<file path="config.mk">
export PLATFORM = sky130hd
export DESIGN_NAME = aes_ram
export DESIGN_NICKNAME = d
export VERILOG_FILES = /design/src/rtl/aes_ram.sv
export SDC_FILE = /design/constraint.sdc
export NUM_CORES = 1
export LEC_CHECK = 0
export ABC_AREA = 1
export BUFFER_PORTS_ARGS = -buffer_cell sky130_fd_sc_hd__buf_4
export CORE_ASPECT_RATIO = 1.75
export CORE_MARGIN = 2
export CORE_UTILIZATION = 55
export DETAILED_ROUTE_END_ITERATION = 12
export MAX_ROUTING_LAYER = met4
export PLACE_DENSITY = 0.69
export SETUP_SLACK_MARGIN = 0.05
export SYNTH_ARGS = -nofsm -noshare
export SYNTH_HDL_FRONTEND = slang
export SYNTH_SLANG_ARGS = --single-unit
</file>
<file path="constraint.sdc">
create_clock -name clk -period 2.9 [get_ports clk]
set_input_delay 0 -clock clk [delete_from_list [all_inputs] [get_ports clk]]
set_output_delay 0 -clock clk [all_outputs]
set_load 0.005 [all_outputs]
</file>
<file path="src/rtl/aes_ram.sv">
// Generic single-write, single-read RAM with a registered read port.
// Depends on nothing.
module aes_ram #(
	parameter int WIDTH = 32,
	parameter int DEPTH = 16
) (
	input  logic                     clk,
	input  logic                     wr_en,
	input  logic [$clog2(DEPTH)-1:0] wr_addr,
	input  logic [WIDTH-1:0]         wr_data,
	input  logic [$clog2(DEPTH)-1:0] rd_addr,
	output logic [WIDTH-1:0]         rd_data
);

	logic [WIDTH-1:0] mem [DEPTH];

	always_ff @(posedge clk) begin
		if (wr_en)
			mem[wr_addr] <= wr_data;
		rd_data <= mem[rd_addr];
	end

endmodule

</file>
==> qor.txt, run 1 <==
Outcome = finished, final reports clean
Chip width = 158 µm
Max-cap violations = 0
Drt initial violations = 1,369
Hold Path Sink = rd_data[27]
Combinational share of power = 0.068
TritonCTS buffer count = 47
Number of synthesized register bits = 544
Power Dens Cells = 631 nW/µm²
Hold Path Depth = 4
RR Startpoint = mem[2][21]
Final Hold Fails = 0
Final core occ = 0.627
Worst Min Path Start = rd_addr[3]
Crit path launch type = input pin
TritonCTS clock tree = yes
Psw = 3.50 mW
Post-route clock period utilization = 0.582
DP Worst Slack = 0.911 ns
RD Place Congestion = 0.888
Core area = 40,800 µm²
Vias in the first global route = 14,500
Die Y-Extent = 273 µm
Pint = 12.6 mW
Fin Setup TNS = 0 ns
Critical path class = input pin to register
Root Driver = clkbuf_16
Area of the mapped netlist = 22,700 µm²
Seq/Total Area, Yosys = 0.705
Final setup violation count = 0
Post-route ant nets = 0
Max Buffers Root-to-Sink = 3
H-Tree Depth = 2
Largest net degree at the start of global routing = 195
CP endpoint kind = register
Most frequent cells in the layout = nand2_1, edfxtp_1, inv_1
Total gr overflow = 0
Netlist cell types = 15
Final layout net count = 2,245
Synthesis warning total = 0
Die area = 43,000 µm²
Total GRT Usage = 0.262
Total Power = 16.2 mW
1st-pass router iterations = 7
Maximum VDD drop = 0.000502 V
Count of final max-slew check failures = 0
Static Leak = 10.9 nW
Worst Reg-to-Reg Cells = 6
Worst min path class = input pin to register
Routed length per instance = 19.3 µm
First-pass GRT wire length = 82,400 µm
Reg2Reg Capture Point = rd_data[21]
Crit-path max FO = 38
Mapped Avg Cell Area = 10.7 µm²
R2R setup slack = 1.73 ns
Slew at the pin closest to its max-slew limit = 0.942 ns
I/O Buffers = 73
Synthesis-to-layout area growth = 12.6%
DRC viols = 0
Fin crit period = 1.69 ns
Final setup margin = 1.21 ns
Post-DR vias/cell = 5.36
Vias = 15,000
Fmax = 0.592 GHz
Synthesized netlist cell count = 2,120
Clk pwr share = 0.384
Mapped Nets = 2,162
Share of layout cells above drive strength 1 = 0.0840
CP required = 3.36 ns
Relative slew slack = 0.372
Final WL = 53,700 µm
Initial Utilization = 0.557
RSZ-0062 raised after global routing = false
Switching part of the total = 0.217
Clock Latency Late Sink = 0.57 ns
Reg power frac = 0.548
Most common cell after layout, fill and taps aside = nand2_1
Placed cell count = 2,671
Setup Skew = 0.0174 ns
Cell Count, Final, Fillers Out = 2,789
CP arrival = 2.15 ns
CTS sink cnt = 544
DP Wirelength = 29,400 µm
PostCTS Resize Cnt = 0
Initial antenna violation count = 0
Clk slew on worst S/H paths = 0.07 ns
# IOs = 74
Core Rows = 98
cell usage after synthesis (all sizes together):
master  count  area share
edfxtp    512        0.68
nand2     677        0.11
buf        91       0.029
nor2       17      0.0028
inv       390       0.065
nand3b      2     0.00066
dfxtp      32       0.028
nand3     385       0.085
clkbuf     14      0.0023
per-layer routing:
metal	vias up	global-route usage	wire length [µm]	part of all wire
li1	6994	-	-	-
met1	7205	0.340	20900	0.39
met2	625	0.425	26900	0.50
met3	132	0.0282	3870	0.072
met4	0	0.104	1970	0.037
met5	-	-	0	0
worst max-delay path by stage:
stage                             end  startpoint  depth (start not counted)  slack, ns
after global placement     mem[7][13]  wr_addr[3]                          4       0.95
after detailed placement  rd_data[30]  rd_addr[0]                          7       0.91
after CTS                 rd_data[24]  rd_addr[2]                          7       1.24
after floorplan            mem[10][0]  wr_addr[2]                          2       0.91
after global routing      rd_data[21]  rd_addr[2]                          7       1.15
final                     rd_data[14]  rd_addr[2]                          7       1.21
metrics by stage:
stage                     cell area (µm²)  hold WS [ns]
after CTS                           25600        0.0688
after global placement              23800         0.310
after global routing                25600         0.120
final                               25600         0.107
after detailed placement            23800         0.314
after floorplan                     22700        0.0989
power groups by stage:
stage | clock (mW) | combinational (mW) | sequential (mW)
3_3_place_gp | 0 | 1.04 | 9.01
5_1_grt | 6.52 | 1.21 | 8.86
6_report | 6.21 | 1.10 | 8.85
4_1_cts | 6.25 | 1.10 | 8.85
3_5_place_dp | 0 | 1.06 | 9.02
2_1_floorplan | 0 | 0.599 | 9.00
cell families (layout without fill, tap and decap cells):
group	count (synthesis)	in the layout	synth area share
AND/OR/NAND/NOR	1081	1081	0.200
flip-flops	544	544	0.705
buffers and inverters	495	613	0.0954
other	0	1	0
area by class of cell:
class	count	area (µm²)
Clock inverter	20	223
Multi-Input combinational cell	1081	4670
Fill cell	3193	15200
Inverter	390	1470
Clock buffer	64	1270
Antenna cell	1	2.50
Tap cell	550	688
Sequential cell	544	16000
Timing Repair Buffer	139	1250
timing repair:
action | CTS | global route
hold buffers | 33 | 0
endpoints found under the hold margin | 522 | 0
setup buffers | 0 | 0
endpoints found under the setup margin | 0 | 0
worst max-delay path: stages:
cell           delay (ns)
dlygate4sd3_1        0.53
buf_4                0.27
inv_2                0.56
buf_12               0.34
nand3_1              0.17
nand3_1              0.16
nand2_1              0.07
flip-flops by register name, summed over array words and instances, names as in the netlist:
name,cells
mem,512
rd_data,32
No activity file was read; power rests on OpenSTA's default activity.
==> inputs of run 2 (changes only) <==
- clock period: 2.9 -> 1.6 ns (I/O delays scaled with it)
==> run 2 against run 1 <==
Via count is 0.68% lower. Core utilization is 0.64 points higher. Register-to-register slack worse by 1.2 ns. Hold slack worse by 0.013 ns. Worst setup slack worse by 0.75 ns. Clock skew is 0.0014 ns higher. First-iteration DRC count is 4.2% higher. Count of clock-buffer cells in the layout is 7 lower. Sequential cell count stayed put. Sequential share of layout area is 0.64 points lower. Design area is 1.0% higher. Largest cell class unchanged.
==> qor.txt, run 2 (same netlist as run 1, synthesis figures left out) <==
Outcome = finished, final reports clean
DP Worst Slack = 0.248 ns
Largest register by flop count = mem
Chip width = 158 µm
Total gr overflow = 0
Final Hold Fails = 0
Leading registers by flop count = mem x512, rd_data x32
Post-route clock period utilization = 0.711
CP required = 2.06 ns
Clock Latency Late Sink = 0.56 ns
First-pass GRT wire length = 81,400 µm
Fin crit period = 1.14 ns
Total GRT Usage = 0.254
Max Buffers Root-to-Sink = 3
Psw = 6.28 mW
Root Driver = clkbuf_16
Share of layout cells above drive strength 1 = 0.0876
Max-cap violations = 0
Relative slew slack = 0.655
Vias in the first global route = 15,100
Final setup violation count = 0
Vias = 14,900
RSZ-0062 raised after global routing = false
I/O Buffers = 73
Crit-path max FO = 32
Drt initial violations = 1,426
Cell area after layout = 25,900 µm²
Routed length per instance = 18.4 µm
Setup Fix Bufs, Post-CTS = 0
Die Y-Extent = 273 µm
Power Dens Cells = 1120 nW/µm²
H-Tree Depth = 2
Critical path class = input pin to register
RD Place Congestion = 0.786
Maximum VDD drop = 0.000950 V
Initial antenna violation count = 0
Clk pwr share = 0.376
Core Rows = 98
TritonCTS clock tree = yes
Slew at the pin closest to its max-slew limit = 0.518 ns
TritonCTS buffer count = 46
Placed Area = 24,100 µm²
DRC viols = 0
Switching part of the total = 0.218
Largest net degree at the start of global routing = 108
Post-DR vias/cell = 5.31
CP endpoint kind = register
CTS sink cnt = 544
Hold Path Depth = 6
Static Leak = 11.0 nW
Worst min path class = input pin to register
Worst Reg-to-Reg Cells = 6
Pint = 22.6 mW
CP arrival = 1.60 ns
Setup Skew = 0.0188 ns
1st-pass router iterations = 5
Initial Utilization = 0.557
N_diodes = 0
Synthesis-to-layout area growth = 13.7%
Reg power frac = 0.555
DP Wirelength = 28,100 µm
Die area = 43,000 µm²
Post-route ant nets = 0
# IOs = 74
Clk slew on worst S/H paths = 0.07 ns
Fmax = 0.879 GHz
Crit path launch type = input pin
Count of final max-slew check failures = 0
Final WL = 51,700 µm
Cts hold-fix bufs = 33
Most common cell after layout, fill and taps aside = nand2_1
Most frequent cells in the layout = nand2_1, edfxtp_1, inv_1
Final setup margin = 0.462 ns
PostCTS Resize Cnt = 0
Core area = 40,800 µm²
Final layout net count = 2,255
Combinational share of power = 0.069
Max reg flops = 512
[run 2: changes by cell type in the layout (fill, tap and decap cells not counted), sizes merged]
cell      change
buf          +11
bufinv        -2
clkbuf        -7
clkinv        +9
clkinvlp      +1
diode         -1
[run 2: worst paths after layout]
check,startpoint,to,slack [ns]
hold / removal,rd_addr[2],rd_data[16],0.09
setup / recovery,rd_addr[3],rd_data[18],0.46
hold reg to reg,mem[2][23],rd_data[23],0.65
setup reg to reg,mem[15][29],rd_data[29],0.52
[run 2: cell type report]
| class | count | area (µm²) |
|---|---|---|
| Inverter | 390 | 1470 |
| Multi-Input combinational cell | 1081 | 4670 |
| Fill cell | 3151 | 15000 |
| Sequential cell | 544 | 16000 |
| Clock buffer | 57 | 1230 |
| Timing Repair Buffer | 150 | 1580 |
| Tap cell | 550 | 688 |
| Clock inverter | 28 | 204 |
[run 2: worst max-delay path, stage by stage]
cell	delay, ns
dlygate4sd3_1	0.53
buf_4	0.38
clkinv_1	0.20
buf_12	0.23
nand3_1	0.17
nand2_1	0.06
[run 2: power by group through the flow]
stage / sequential [mW] / clock, mW / combinational [mW]
3_3_place_gp: 16.3 / 0 / 1.89
2_1_floorplan: 16.3 / 0 / 1.09
4_1_cts: 16.0 / 11.0 / 2.00
3_5_place_dp: 16.3 / 0 / 1.93
6_report: 16.0 / 10.8 / 1.99
5_1_grt: 16.0 / 11.5 / 2.20
[run 2: metal layers]
metal  track usage  routed length [µm]  up-vias
met5             -                   0        -
met4        0.0978                1730        0
met3        0.0331                3370      127
met2         0.434               26900      561
met1         0.307               19600     7153
li1              -                   -     7013
[run 2: through the flow]
stage	hold slack [ns]	util	total power [mW]	setup TNS (ns)	instances
floorplan	0.0989	-	17.4	-125.55	2120
global placement	0.300	0.590	18.2	0	2682
detailed placement	0.309	0.590	18.3	0	2682
CTS	0.0704	0.633	29.0	0	2800
global route	0.108	0.633	29.7	0	2800
finish	0.0939	0.633	28.8	0	2800
==> inputs of run 3 (changes only) <==
- ABC_AREA: 1 -> 0
- PLACE_DENSITY: 0.69 -> 0.72
- clock period: 1.6 -> 1 ns (I/O delays scaled with it)
==> run 3 against run 2 <==
The flow now finishes with violations (hold timing, setup timing). Design area fell by 5.8%. Critical endpoint is now rd_data[3]. Core utilization grew 4.7 points. Global-route usage shrank 1.1 points. Power grew 59%. Worst setup slack worse by 0.84 ns. Final cell count fell by 45%. Critical path depth down 3. Combinational power up 50%. Via count fell by 37%. Non-clock buffer count is 52 higher. Sequential share of layout area grew 4.0 points. Clock power grew 57%.
==> qor.txt, run 3 <==
Post-synth EDFFs = 512
Synthesis-to-layout area growth = 22.7%
Synthesized netlist cell count = 838
Share of layout cells above drive strength 1 = 0.421
DP Wirelength = 24,400 µm
Initial Utilization = 0.555
# IOs = 74
Reg2Reg Capture Point = rd_data[3]
Final Hold Fails = 1
Setup Skew = 0.0289 ns
Critical path class = register to register
Total GRT Usage = 0.244
Vias = 9,374
Final WL = 42,800 µm
Number of synthesized register bits = 544
Area of the mapped netlist = 19,900 µm²
Seq/Total Area, Yosys = 0.807
Chip width = 148 µm
Clk pwr share = 0.373
Core area = 35,800 µm²
Final layout net count = 1,087
Mapped Avg Cell Area = 23.7 µm²
Crit-path max FO = 1
Outcome = complete, but fails checks
Post-DR vias/cell = 6.04
Maximum VDD drop = 0.00151 V
DRC viols = 0
Hold Path Depth = 4
Top cell type's share of synthesized area = 0.774
Clk slew on worst S/H paths = 0.06 ns
Leading registers by flop count = mem x512, rd_data x32
TritonCTS buffer count = 46
Setup Fix Bufs, Post-CTS = 0
Failing checks = hold timing, setup timing
CP arrival = 1.84 ns
I/O Buffers = 73
Share of synthesized registers carrying an async set or reset = 0
Power Dens Cells = 1880 nW/µm²
TritonCTS clock tree = yes
Top cells by count, synth = edfxtp_1, mux4_2, a22oi_1, nand2_1, dfxtp_1
Worst Reg-to-Reg Cells = 3
Initial antenna violation count = 1
Combinational share of power = 0.065
Vias in the first global route = 10,100
Reg power frac = 0.562
Final setup margin = -0.378 ns
Largest register by flop count = mem
Synthesis warning total = 0
Count of final max-slew check failures = 0
CP endpoint kind = register
Mapped Nets = 880
Top_reg_cell synth = edfxtp_1
Max reg flops = 512
Die area = 37,700 µm²
Hold Path Sink = rd_data[10]
Hold_ws = -0.0150 ns
Total gr overflow = 0
RSZ-0062 raised after global routing = true
CTS sink cnt = 544
Slew at the pin closest to its max-slew limit = 0.371 ns
Crit path launch type = register
Netlist cell types = 18
Routed length per instance = 27.6 µm
Clock Latency Late Sink = 0.58 ns
Worst min path class = input pin to register
R2R setup slack = -0.38 ns
Fin crit period = 1.38 ns
RD Place Congestion = 0.757
Drt initial violations = 988
Core Rows = 92
Largest cells by area after synthesis = edfxtp_1, mux4_2, dfxtp_1, a22oi_1, nand2_1
Cts hold-fix bufs = 33
Most common cell after layout, fill and taps aside = edfxtp_1
Final core occ = 0.680
Placed Area = 22,200 µm²
Max-cap violations = 0
Post-route ant nets = 0
CP required = 1.46 ns
Largest net degree at the start of global routing = 33
Pint = 36.3 mW
Most frequent cells in the layout = edfxtp_1, mux4_2, buf_4
Root Driver = clkbuf_16
Cell area after layout = 24,400 µm²
Static Leak = 7.93 nW
Top-count cell post-synth = edfxtp_1
Post-synth top area cell = edfxtp_1
Relative slew slack = 0.753
Worst Min Path Start = rd_addr[0]
Max Buffers Root-to-Sink = 3
Post-route clock period utilization = 1.38
Die Y-Extent = 255 µm
Switching part of the total = 0.205
1st-pass router iterations = 5
Psw = 9.39 mW
First-pass GRT wire length = 64,200 µm
Fin Setup TNS = -7.86 ns
Fmax = 0.726 GHz
RR Startpoint = mem[1][3]
H-Tree Depth = 2
Final setup violation count = 44
-- run 3: changes by cell type after synthesis, sizes merged, moves of 2 or more --
cell | before | now
nand2 | 677 | 33
buf | 91 | 26
nand2b | 0 | 2
inv | 390 | 0
a22oi | 0 | 64
nor3 | 0 | 4
clkbuf | 14 | 17
mux4 | 0 | 128
nand3 | 385 | 1
nor2 | 17 | 13
nor2b | 0 | 2
-- run 3: repair_timing --
action / in CTS / in global routing
setup endpoints to repair: 64 / 64
hold endpoints to repair: 514 / 1
gates resized for setup: 82 / 18
pin swaps: 0 / 1
-- run 3: kinds of logic after synthesis --
kind of cell / after synthesis / share of synthesized area
buf+inv: 43 / 0.0112
mux: 128 / 0.145
compound gates: 64 / 0.0242
simple gates: 59 / 0.0127
flops: 544 / 0.807
-- run 3: worst max path at each step --
stage	startpoint	slack, ns	depth (start not counted)	endpoint
CTS	mem[2][0]	-0.38	4	rd_data[0]
detailed placement	rd_addr[0]	-0.53	6	rd_data[13]
global placement	rd_addr[0]	-0.47	6	rd_data[13]
floorplan	wr_addr[2]	-0.71	2	mem[0][0]
finish	mem[1][3]	-0.38	3	rd_data[3]
global route	mem[2][0]	-0.40	4	rd_data[0]
-- run 3: critical path, cell delays in order (launching register included) --
cell      delay (ns)
edfxtp_1        0.44
mux4_2          0.53
a22oi_2         0.23
nand2_1         0.07
-- run 3: routing by layer --
layer	GRT usage	share of wire	up-vias
met3	0.0320	0.059	85
met4	0.0817	0.030	0
met1	0.308	0.37	4931
met5	-	0	-
met2	0.412	0.54	370
li1	-	-	3988
-- run 3: cell type report --
type,instances,area (µm²)
antenna,1,2.50
multi-input combinational,251,4020
clock buffer,74,1350
timing repair buffer,202,2260
tap,470,588
clock inverter,11,87.6
sequential,544,16100
fill,2138,11400
-- run 3: power groups by stage --
stage          Sequential [mW]  Combinational, mW  Clock (mW)
2_1_floorplan             26.1               1.34           0
3_3_place_gp              26.1               2.63           0
3_5_place_dp              26.1               2.68           0
4_1_cts                   25.7               2.97        17.3
5_1_grt                   25.7               3.17        18.2
6_report                  25.7               2.98        17.0
-- run 3: metrics by stage --
stage	cells	setup WS [ns]	total power, mW
floorplan	838	-0.709	27.4
global placement	1434	-0.474	28.7
detailed placement	1434	-0.528	28.8
CTS	1552	-0.379	46.0
global route	1553	-0.398	47.1
finish	1553	-0.378	45.7
